## config.mk

```make
export PLATFORM = sky130hd
export DESIGN_NAME = line_sensor_corner_detector_core
export DESIGN_NICKNAME = d
export VERILOG_FILES = /design/src/rtl/lscd_pkg.sv /design/src/rtl/lscd_csr.sv /design/src/rtl/lscd_step.sv /design/src/rtl/line_sensor_corner_detector_core.sv
export SDC_FILE = /design/constraint.sdc
export NUM_CORES = 1
export LEC_CHECK = 0
export BUFFER_PORTS_ARGS = -buffer_cell sky130_fd_sc_hd__buf_2
export CELL_PAD_IN_SITES_DETAIL_PLACEMENT = 2
export CELL_PAD_IN_SITES_GLOBAL_PLACEMENT = 2
export CORE_ASPECT_RATIO = 0.7
export CORE_MARGIN = 2
export CORE_UTILIZATION = 36
export CTS_CLUSTER_DIAMETER = 100
export CTS_CLUSTER_SIZE = 28
export DETAILED_ROUTE_END_ITERATION = 10
export GPL_ROUTABILITY_DRIVEN = 0
export PLACE_DENSITY = 0.89
export SYNTH_ARGS = -nofsm -noshare
export SYNTH_HDL_FRONTEND = slang
export SYNTH_SLANG_ARGS = --single-unit
```

## constraint.sdc

```tcl
create_clock -name clock -period 5.35 [get_ports clock]
set_input_delay 0.535 -clock clock [delete_from_list [all_inputs] [get_ports clock]]
set_output_delay 0.535 -clock clock [all_outputs]
set_load 0.005 [all_outputs]
```

## src/rtl/lscd_pkg.sv

```systemverilog
package lscd_pkg;

   // width of every configuration register and of the tick counters
   localparam int CFG_W = 8;
   localparam int CNT_W = 8;
   localparam int CSR_IDX_W = 3;

   // register indexes on the configuration port
   localparam logic [CSR_IDX_W-1:0] CSR_VOID_DEBOUNCE    = 3'd0;
   localparam logic [CSR_IDX_W-1:0] CSR_STAGE_TIMEOUT    = 3'd1;
   localparam logic [CSR_IDX_W-1:0] CSR_STRAIGHTEN_HOLD  = 3'd2;
   localparam logic [CSR_IDX_W-1:0] CSR_LEFT_ZONE_MASK   = 3'd3;
   localparam logic [CSR_IDX_W-1:0] CSR_RIGHT_ZONE_MASK  = 3'd4;
   localparam logic [CSR_IDX_W-1:0] CSR_CENTER_ZONE_MASK = 3'd5;
   localparam logic [CSR_IDX_W-1:0] CSR_MIDDLE_ZONE_MASK = 3'd6;

   // register values after reset
   localparam logic [CFG_W-1:0] RST_VOID_DEBOUNCE    = 8'd3;
   localparam logic [CFG_W-1:0] RST_STAGE_TIMEOUT    = 8'd150;
   localparam logic [CFG_W-1:0] RST_STRAIGHTEN_HOLD  = 8'd5;
   localparam logic [CFG_W-1:0] RST_LEFT_ZONE_MASK   = 8'd7;
   localparam logic [CFG_W-1:0] RST_RIGHT_ZONE_MASK  = 8'd224;
   localparam logic [CFG_W-1:0] RST_CENTER_ZONE_MASK = 8'd24;
   localparam logic [CFG_W-1:0] RST_MIDDLE_ZONE_MASK = 8'd60;

   localparam logic [CNT_W-1:0] CNT_MAX = {CNT_W{1'b1}};

   typedef enum logic [2:0] {
      STG_IDLE     = 3'd0,
      STG_ENTER    = 3'd1,
      STG_VOID     = 3'd2,
      STG_REACQ    = 3'd3,
      STG_STRAIGHT = 3'd4
   } stage_type;

   typedef enum logic [1:0] {
      EVT_NONE  = 2'd0,
      EVT_RIGHT = 2'd1,
      EVT_LEFT  = 2'd2
   } event_type;

   typedef struct packed {
      logic [CFG_W-1:0] void_debounce;
      logic [CFG_W-1:0] stage_timeout;
      logic [CFG_W-1:0] straighten_hold;
      logic [CFG_W-1:0] left_zone_mask;
      logic [CFG_W-1:0] right_zone_mask;
      logic [CFG_W-1:0] center_zone_mask;
      logic [CFG_W-1:0] middle_zone_mask;
   } cfg_type;

   typedef struct packed {
      stage_type        stage;
      logic [CNT_W-1:0] stage_count;
      logic [CNT_W-1:0] white_count;
      logic             turn_left;
   } state_type;

   localparam state_type STATE_RESET = '{
      stage:       STG_IDLE,
      stage_count: '0,
      white_count: '0,
      turn_left:   1'b0
   };

   // saturating increment of a tick counter
   function automatic logic [CNT_W-1:0] sat_inc(input logic [CNT_W-1:0] v);
      sat_inc = (v == CNT_MAX) ? v : v + {{(CNT_W-1){1'b0}}, 1'b1};
   endfunction

endpackage

```

## src/rtl/lscd_csr.sv

```systemverilog
module lscd_csr (
   input  logic                             clock,
   input  logic                             reset,
   input  logic                             csr_valid,
   output logic                             csr_ready,
   input  logic [lscd_pkg::CSR_IDX_W-1:0]   csr_index,
   input  logic [lscd_pkg::CFG_W-1:0]       csr_wdata,
   output lscd_pkg::cfg_type                cfg
);
   import lscd_pkg::*;

   cfg_type cfg_ff;
   cfg_type cfg_in;

   // always take a write
   assign csr_ready = 1'b1;

   // decode the index; drop writes beyond the register list
   always_comb begin
      cfg_in = cfg_ff;
      if (csr_valid) begin
         case (csr_index)
            CSR_VOID_DEBOUNCE:    cfg_in.void_debounce    = csr_wdata;
            CSR_STAGE_TIMEOUT:    cfg_in.stage_timeout    = csr_wdata;
            CSR_STRAIGHTEN_HOLD:  cfg_in.straighten_hold  = csr_wdata;
            CSR_LEFT_ZONE_MASK:   cfg_in.left_zone_mask   = csr_wdata;
            CSR_RIGHT_ZONE_MASK:  cfg_in.right_zone_mask  = csr_wdata;
            CSR_CENTER_ZONE_MASK: cfg_in.center_zone_mask = csr_wdata;
            CSR_MIDDLE_ZONE_MASK: cfg_in.middle_zone_mask = csr_wdata;
            default:              cfg_in = cfg_ff;
         endcase
      end
   end

   always_ff @(posedge clock) begin
      if (reset) begin
         cfg_ff.void_debounce    <= RST_VOID_DEBOUNCE;
         cfg_ff.stage_timeout    <= RST_STAGE_TIMEOUT;
         cfg_ff.straighten_hold  <= RST_STRAIGHTEN_HOLD;
         cfg_ff.left_zone_mask   <= RST_LEFT_ZONE_MASK;
         cfg_ff.right_zone_mask  <= RST_RIGHT_ZONE_MASK;
         cfg_ff.center_zone_mask <= RST_CENTER_ZONE_MASK;
         cfg_ff.middle_zone_mask <= RST_MIDDLE_ZONE_MASK;
      end else begin
         cfg_ff <= cfg_in;
      end
   end

   assign cfg = cfg_ff;

endmodule

```

## src/rtl/lscd_step.sv

```systemverilog
module lscd_step #(
   parameter int CHANNELS = 8
) (
   input  logic [CHANNELS-1:0]  sensor,
   input  lscd_pkg::cfg_type    cfg,
   input  lscd_pkg::state_type  cur,
   output lscd_pkg::state_type  nxt,
   output lscd_pkg::event_type  evt
);
   import lscd_pkg::*;

   // common width for sensor and masks, which may differ in size
   localparam int ZW = (CHANNELS > CFG_W) ? CHANNELS : CFG_W;

   logic [ZW-1:0] s_w;
   logic [ZW-1:0] left_w;
   logic [ZW-1:0] right_w;
   logic [ZW-1:0] center_w;
   logic [ZW-1:0] middle_w;
   logic          white;
   logic          left_full;
   logic          right_full;
   logic          middle_hit;
   logic          straight;

   assign s_w      = ZW'(sensor);
   assign left_w   = ZW'(cfg.left_zone_mask);
   assign right_w  = ZW'(cfg.right_zone_mask);
   assign center_w = ZW'(cfg.center_zone_mask);
   assign middle_w = ZW'(cfg.middle_zone_mask);

   // zone tests on the current sample
   assign white      = (sensor == '0);
   assign left_full  = ((s_w & left_w) == left_w);
   assign right_full = ((s_w & right_w) == right_w);
   assign middle_hit = ((s_w & middle_w) != '0);
   assign straight   = ((s_w & (left_w | right_w)) == '0) && ((s_w & center_w) != '0);

   // one recognizer step: timeout check first, then the stage logic
   always_comb begin
      nxt = cur;
      evt = EVT_NONE;
      if (cur.stage_count >= cfg.stage_timeout) begin
         nxt.stage       = STG_IDLE;
         nxt.stage_count = '0;
         nxt.white_count = '0;
      end
      case (nxt.stage)
         STG_IDLE: begin
            nxt.white_count = '0;
            // left zone wins when both edges are black
            if (left_full) begin
               nxt.stage       = STG_ENTER;
               nxt.stage_count = '0;
               nxt.turn_left   = 1'b0;
            end else if (right_full) begin
               nxt.stage       = STG_ENTER;
               nxt.stage_count = '0;
               nxt.turn_left   = 1'b1;
            end
         end
         STG_ENTER: begin
            if (white) begin
               nxt.white_count = sat_inc(nxt.white_count);
               if (nxt.white_count >= cfg.void_debounce) begin
                  nxt.stage       = STG_VOID;
                  nxt.stage_count = '0;
               end
            end else begin
               nxt.white_count = '0;
               nxt.stage_count = sat_inc(nxt.stage_count);
            end
         end
         STG_VOID: begin
            if (middle_hit) begin
               nxt.stage       = STG_REACQ;
               nxt.stage_count = '0;
               nxt.white_count = '0;
            end else if (!white) begin
               // stray black outside the middle band
               nxt.stage       = STG_IDLE;
               nxt.stage_count = '0;
            end else begin
               nxt.stage_count = sat_inc(nxt.stage_count);
            end
         end
         STG_REACQ: begin
            nxt.stage_count = sat_inc(nxt.stage_count);
            if (straight && (nxt.stage_count >= cfg.straighten_hold)) begin
               nxt.stage = STG_STRAIGHT;
               evt       = nxt.turn_left ? EVT_LEFT : EVT_RIGHT;
            end
         end
         STG_STRAIGHT: begin
            nxt.stage       = STG_IDLE;
            nxt.stage_count = '0;
            nxt.white_count = '0;
         end
         default: begin
            nxt.stage = STG_IDLE;
         end
      endcase
   end

endmodule

```

## src/rtl/line_sensor_corner_detector_core.sv

```systemverilog
// Corner recognizer for a line-following sensor bar.
// Request channel (req_valid/req_ready/req_sensor_bits) carries one sensor
// sample per transfer, bit set meaning black. Each sample yields exactly one
// response transfer on rsp_valid/rsp_ready carrying rsp_corner_event
// (none, right or left corner confirmed) and rsp_current_stage (stage after
// the sample).
// Configuration registers are written through csr_valid/csr_index/csr_wdata;
// csr_ready is always high. Write them only while no sample is in flight.
// Path: a sample is captured in the input register, then the step logic updates
// the recognizer state and loads the response register once that is free.
// Throughput: one sample per cycle while responses are taken; the state update
// in the step logic is combinational.
// Stall: while the response waits, the input register can still take one
// sample; further requests see req_ready low until the response is taken.
// Reset: both stages empty, recognizer idle with cleared counters, and
// registers at their default values.
module line_sensor_corner_detector_core #(
   parameter int CHANNELS = 8
) (
   input  logic                             clock,
   input  logic                             reset,
   input  logic                             req_valid,
   output logic                             req_ready,
   input  logic [CHANNELS-1:0]              req_sensor_bits,
   output logic                             rsp_valid,
   input  logic                             rsp_ready,
   output logic [1:0]                       rsp_corner_event,
   output logic [2:0]                       rsp_current_stage,
   input  logic                             csr_valid,
   output logic                             csr_ready,
   input  logic [lscd_pkg::CSR_IDX_W-1:0]   csr_index,
   input  logic [lscd_pkg::CFG_W-1:0]       csr_wdata
);
   import lscd_pkg::*;

   cfg_type             cfg;
   state_type           state_ff;
   state_type           state_in;
   state_type           step_nxt;
   event_type           step_evt;
   logic                in_valid_ff;
   logic                in_valid_in;
   logic [CHANNELS-1:0] in_bits_ff;
   logic                out_valid_ff;
   logic                out_valid_in;
   logic [1:0]          out_event_ff;
   logic [2:0]          out_stage_ff;
   logic                advance;
   logic                req_xfer;

   lscd_csr u_csr (
      .clock     (clock),
      .reset     (reset),
      .csr_valid (csr_valid),
      .csr_ready (csr_ready),
      .csr_index (csr_index),
      .csr_wdata (csr_wdata),
      .cfg       (cfg)
   );

   lscd_step #(
      .CHANNELS (CHANNELS)
   ) u_step (
      .sensor (in_bits_ff),
      .cfg    (cfg),
      .cur    (state_ff),
      .nxt    (step_nxt),
      .evt    (step_evt)
   );

   // move the held sample into the response register when it is free
   assign advance   = in_valid_ff && (!out_valid_ff || rsp_ready);
   assign req_ready = !in_valid_ff || advance;
   assign req_xfer  = req_valid && req_ready;

   assign in_valid_in  = req_xfer || (in_valid_ff && !advance);
   assign out_valid_in = advance || (out_valid_ff && !rsp_ready);
   assign state_in     = advance ? step_nxt : state_ff;

   // control state
   always_ff @(posedge clock) begin
      if (reset) begin
         in_valid_ff  <= 1'b0;
         out_valid_ff <= 1'b0;
         state_ff     <= STATE_RESET;
      end else begin
         in_valid_ff  <= in_valid_in;
         out_valid_ff <= out_valid_in;
         state_ff     <= state_in;
      end
   end

   // payload: capture on transfer, hold otherwise
   always_ff @(posedge clock) begin
      if (req_xfer) begin
         in_bits_ff <= req_sensor_bits;
      end
      if (advance) begin
         out_event_ff <= step_evt;
         out_stage_ff <= step_nxt.stage;
      end
   end

   assign rsp_valid         = out_valid_ff;
   assign rsp_corner_event  = out_event_ff;
   assign rsp_current_stage = out_stage_ff;

   // a corner event comes only with the straighten stage
   a_event_stage: assert property (@(posedge clock) disable iff (reset)
      rsp_valid && (rsp_corner_event != EVT_NONE) |-> (rsp_current_stage == STG_STRAIGHT))
      else $error("corner event without straighten stage");

   // the straighten stage always carries a corner event
   a_stage_event: assert property (@(posedge clock) disable iff (reset)
      rsp_valid && (rsp_current_stage == STG_STRAIGHT) |-> (rsp_corner_event != EVT_NONE))
      else $error("straighten stage without corner event");

   // backpressure only when both registers are occupied
   a_ready_full: assert property (@(posedge clock) disable iff (reset)
      !req_ready |-> (in_valid_ff && out_valid_ff && !rsp_ready))
      else $error("request stalled with free space");

   // state moves only with a sample stepping through
   a_state_hold: assert property (@(posedge clock) disable iff (reset)
      !advance |=> (state_ff == $past(state_ff)))
      else $error("recognizer state changed without a sample");

   // both stages empty right after reset
   a_reset_empty: assert property (@(posedge clock)
      $past(reset) |-> (!rsp_valid && !in_valid_ff))
      else $error("pipeline not empty after reset");

endmodule

```

==> impl_metrics.py <==
metrics = {
    "run_status": {
        "run_status": "completed",
    },
    "logic_synthesis": {
        "yosysMostFrequentCell": "nand2_1",
        "synth_top_area_share_pct": 32.87,
        "synth_area_um2": 4751,
        "synth-async-reset-ratio_pct": 0,
        "syn_area_per_cell_um2": 8.107,
        "synthDistinctLibCells": 59,
        "synth-edff-count": 13,
        "yosysTopAreaCell": "dfxtp_1",
        "seq_area_frac_synth_pct": 41.09,
        "synthFlopType": "dfxtp_1",
        "ys_top_cells_by_area": "dfxtp_1 33%, nand2_1 8.6%, edfxtp_1 8.2%, ha_1 6.8%, a21oi_1 5.1%",
        "syn_inst": 586,
        "synth-warning-count": 0,
        "synth-seq-cells": 91,
        "ys_top_cells_by_count": "109 x nand2_1, 78 x dfxtp_1, 49 x nor2_1",
        "synth_nets": 636,
    },
    "cells_and_area": {
        "layout.nets": 661,
        "drive_gt1_share_pct": 11.36,
        "postLayoutCoreUtil_pct": 41.60,
        "n_antenna_cell": 0,
        "fin_cells": 782,
        "syn_to_final_growth_pct": 13.88,
        "nFillCells": 1459,
    },
    "global_route": {
        "grt_pass1_vias": 4850,
        "gr-total-overflow": 0,
        "grt_usage_pct": 25.37,
        "antenna_found_initial": 0,
        "grt_pass1_wl_um": 27210,
        "grt_max_degree": 39,
    },
    "floorplanning": {
        "rows": 35,
        "die_w_um": 141.3,
        "core_area_um2": 13010,
        "die_y_um": 100.1,
        "dieArea_um2": 14150,
        "start_util_pct": 36.53,
        "num_io_pins": 32,
    },
    "detailed_routing": {
        "detail-route-antenna-nets": 0,
        "first_pass_iters": 5,
        "top_layer": "met4",
        "first_iter_violations": 258,
        "via_per_inst": 5.696,
        "vias": 4454,
        "wire_per_inst_um": 21.36,
        "wl_um": 16700,
        "dr_wl_met2_um": 8090,
        "drcViolationCount": 0,
        "route.met3.wl_um": 741,
        "wl_met1_um": 7507,
    },
    "cts": {
        "cts_root_buf": "clkbuf_16",
        "cts.sinks": 91,
        "holdBufCountCts": 0,
        "clk_pin_slew_worst_paths_ns": 0.08,
        "cts_tree": "done",
        "cts.htree.levels": 3,
        "cts_buffer_depth": 2,
        "clk_latency_ns": 0.36,
        "cts_made_buffers": 9,
    },
    "timing": {
        "timing.final.max_slew_violations": 0,
        "finalCriticalPeriod_ns": 5.013,
        "relSlewSlack_pct": 37.17,
        "fin_worst_skew_ns": 0.009792,
        "timing.final.ws_setup_ns": 0.3374,
        "tns_ns": 0,
        "fmax_ghz": 0.1995,
        "rsz0062_at_grt": "false",
        "worstMarginPinSlew_ns": 0.9278,
        "post-route-period-util_pct": 93.69,
        "hold_viol_final": 0,
        "setup_viol": 0,
    },
    "flow_run": {
        "drv_cap": 0,
    },
    "pwr": {
        "p_per_area_nw_per_um2": 278.3,
        "irDropWorstVdd_mv": 0.1668,
        "p_leak_nw": 2.051,
    },
    "worst_setup_path": {
        "end_kind": "flip-flop",
        "critPathMaxFanout": 8,
        "critPathKind": "flip-flop to flip-flop",
        "critPathRequiredTime_ns": 5.61,
        "arrival_ns": 5.28,
        "crit_buf_inv": 2,
        "cp_cell_sequence": "inv_1 > ha_1 > nand2b_1 > a2111oi_4 > o31a_1 > and2_1 > ha_2 > nand4_1 > or2_2 > nand4_1 > xor2_1 > nor2_1 > ha_1 > and3_1 > a221oi_1 > o21ai_1 > nor2_1 > o21bai_1 > buf_4 > o211ai_1",
        "slowest_stage": "a2111oi_4",
        "critical_path.top_delay_family": "simple AND/OR/NAND/NOR gates",
        "startpoint_type": "flip-flop",
        "cp_slowest_stage_delay_ns": 0.45,
    },
    "worst_hold_path": {
        "hp-class": "primary input to flip-flop",
    },
    "placed_design": {
        "post-dp-hpwl_um": 12300,
        "dp.cells": 766,
        "pre_cts_ws_ns": -0.01276,
        "io_buffers": 30,
    },
}
[through the flow]
| step | total power [W] | cell area (µm²) | hold WS, ns |
|---|---|---|---|
| after floorplan | 0.0008106 | 4751 | 0.4360 |
| after global placement | 0.0008557 | 5074 | 0.4438 |
| after detailed placement | 0.0008659 | 5074 | 0.4576 |
| after CTS | 0.001512 | 5384 | 0.3366 |
| after global routing | 0.001556 | 5410 | 0.3370 |
| final | 0.001506 | 5410 | 0.3417 |
[cells in the final DEF, fill, tap and decap left out, types with 3 or more instances in the layout]
cell type and count:
nand2_1 109, dfxtp_1 78, nor2_1 48, a21oi_1 48, inv_1 47, buf_2 30, ha_1 25, o21ai_0 18
nand4_1 14, nand3_1 14, nand3b_1 13, edfxtp_1 13, a211o_1 10, a22oi_1 9, clkbuf_16 9, o22ai_1 8
nor2b_1 7, nor3_1 7, buf_4 7, nand2b_1 6, and3_1 6, mux2i_1 6, a211oi_1 5, a31oi_1 5
and2_1 5, or4_4 4, a21o_1 4, xnor2_1 4, o21a_1 3, or3_1 3, o32ai_1 3, xor2_1 3
or4_1 3
[state kept, by name (all words and copies together), names as in the netlist]
signal             cells
state_ff              20
u_csr.cfg             56
rsp_corner_event       2
in_bits_ff             8
rsp_current_stage      3
rsp_valid              1
in_valid_ff            1
[cells by family after synthesis]
| kind of cell | after synthesis | synth area share (%) |
|---|---|---|
| mux | 7 | 1.501 |
| compound gates | 134 | 18.33 |
| simple gates | 249 | 25.13 |
| flops | 91 | 41.09 |
| buf+inv | 71 | 5.741 |
| other cells | 1 | 0.07893 |
| xor+xnor | 7 | 1.291 |
| fa+ha+maj | 26 | 6.847 |
[power by group]
group          internal (W)  switching [W]
Clock              0.000329       0.000324
Sequential         0.000712      0.0000202
Combinational     0.0000420      0.0000785
[cell type report]
class                      count  area, µm²  share of cell area [%]
sequential                    91       1952                   36.08
timing repair buffer          37      202.7                   3.747
multi-input combinational    424       2572                   47.55
clock inverter                 7      70.07                   1.295
clock buffer                   9      225.2                   4.163
inverter                      48      180.2                   3.330
tap                          166      207.7                   3.839
[repair_timing]
| action | in CTS | in global routing |
|---|---|---|
| endpoints found under the hold margin | 0 | 0 |
| resized for setup | 2 | 5 |
| setup endpoints to repair | 4 | 16 |
| pin swaps | 0 | 1 |
| setup buffers | 0 | 0 |
[routing by layer]
layer / vias up / global-route usage, %
met5: - / 0
met4: 0 / 7.846
met3: 28 / 4.294
met2: 99 / 43.58
met1: 2221 / 32.92
li1: 2106 / -
[final timing paths]
path,start,to,slack [ns],depth (start not counted)
worst max register to register,state_ff[9],state_ff[12],0.34,20
worst min-delay path,req_sensor_bits[7],in_bits_ff[7],0.34,1
worst max-delay path,state_ff[9],state_ff[12],0.34,20
worst min register to register,u_csr.cfg[13],u_csr.cfg[13],0.47,2
[worst reg2reg max path: cells and delay by family, from the launching register on]
family / cells / cell delay, ns
flip-flops: 1 / 0.40
AO/OA/AOI/OAI: 6 / 1.56
AND/OR/NAND/NOR: 8 / 1.60
XOR/XNOR: 1 / 0.20
buffers and inverters: 2 / 0.31
adder cells (fa/ha/maj): 3 / 0.86
Power figures use the tool's default switching activity.
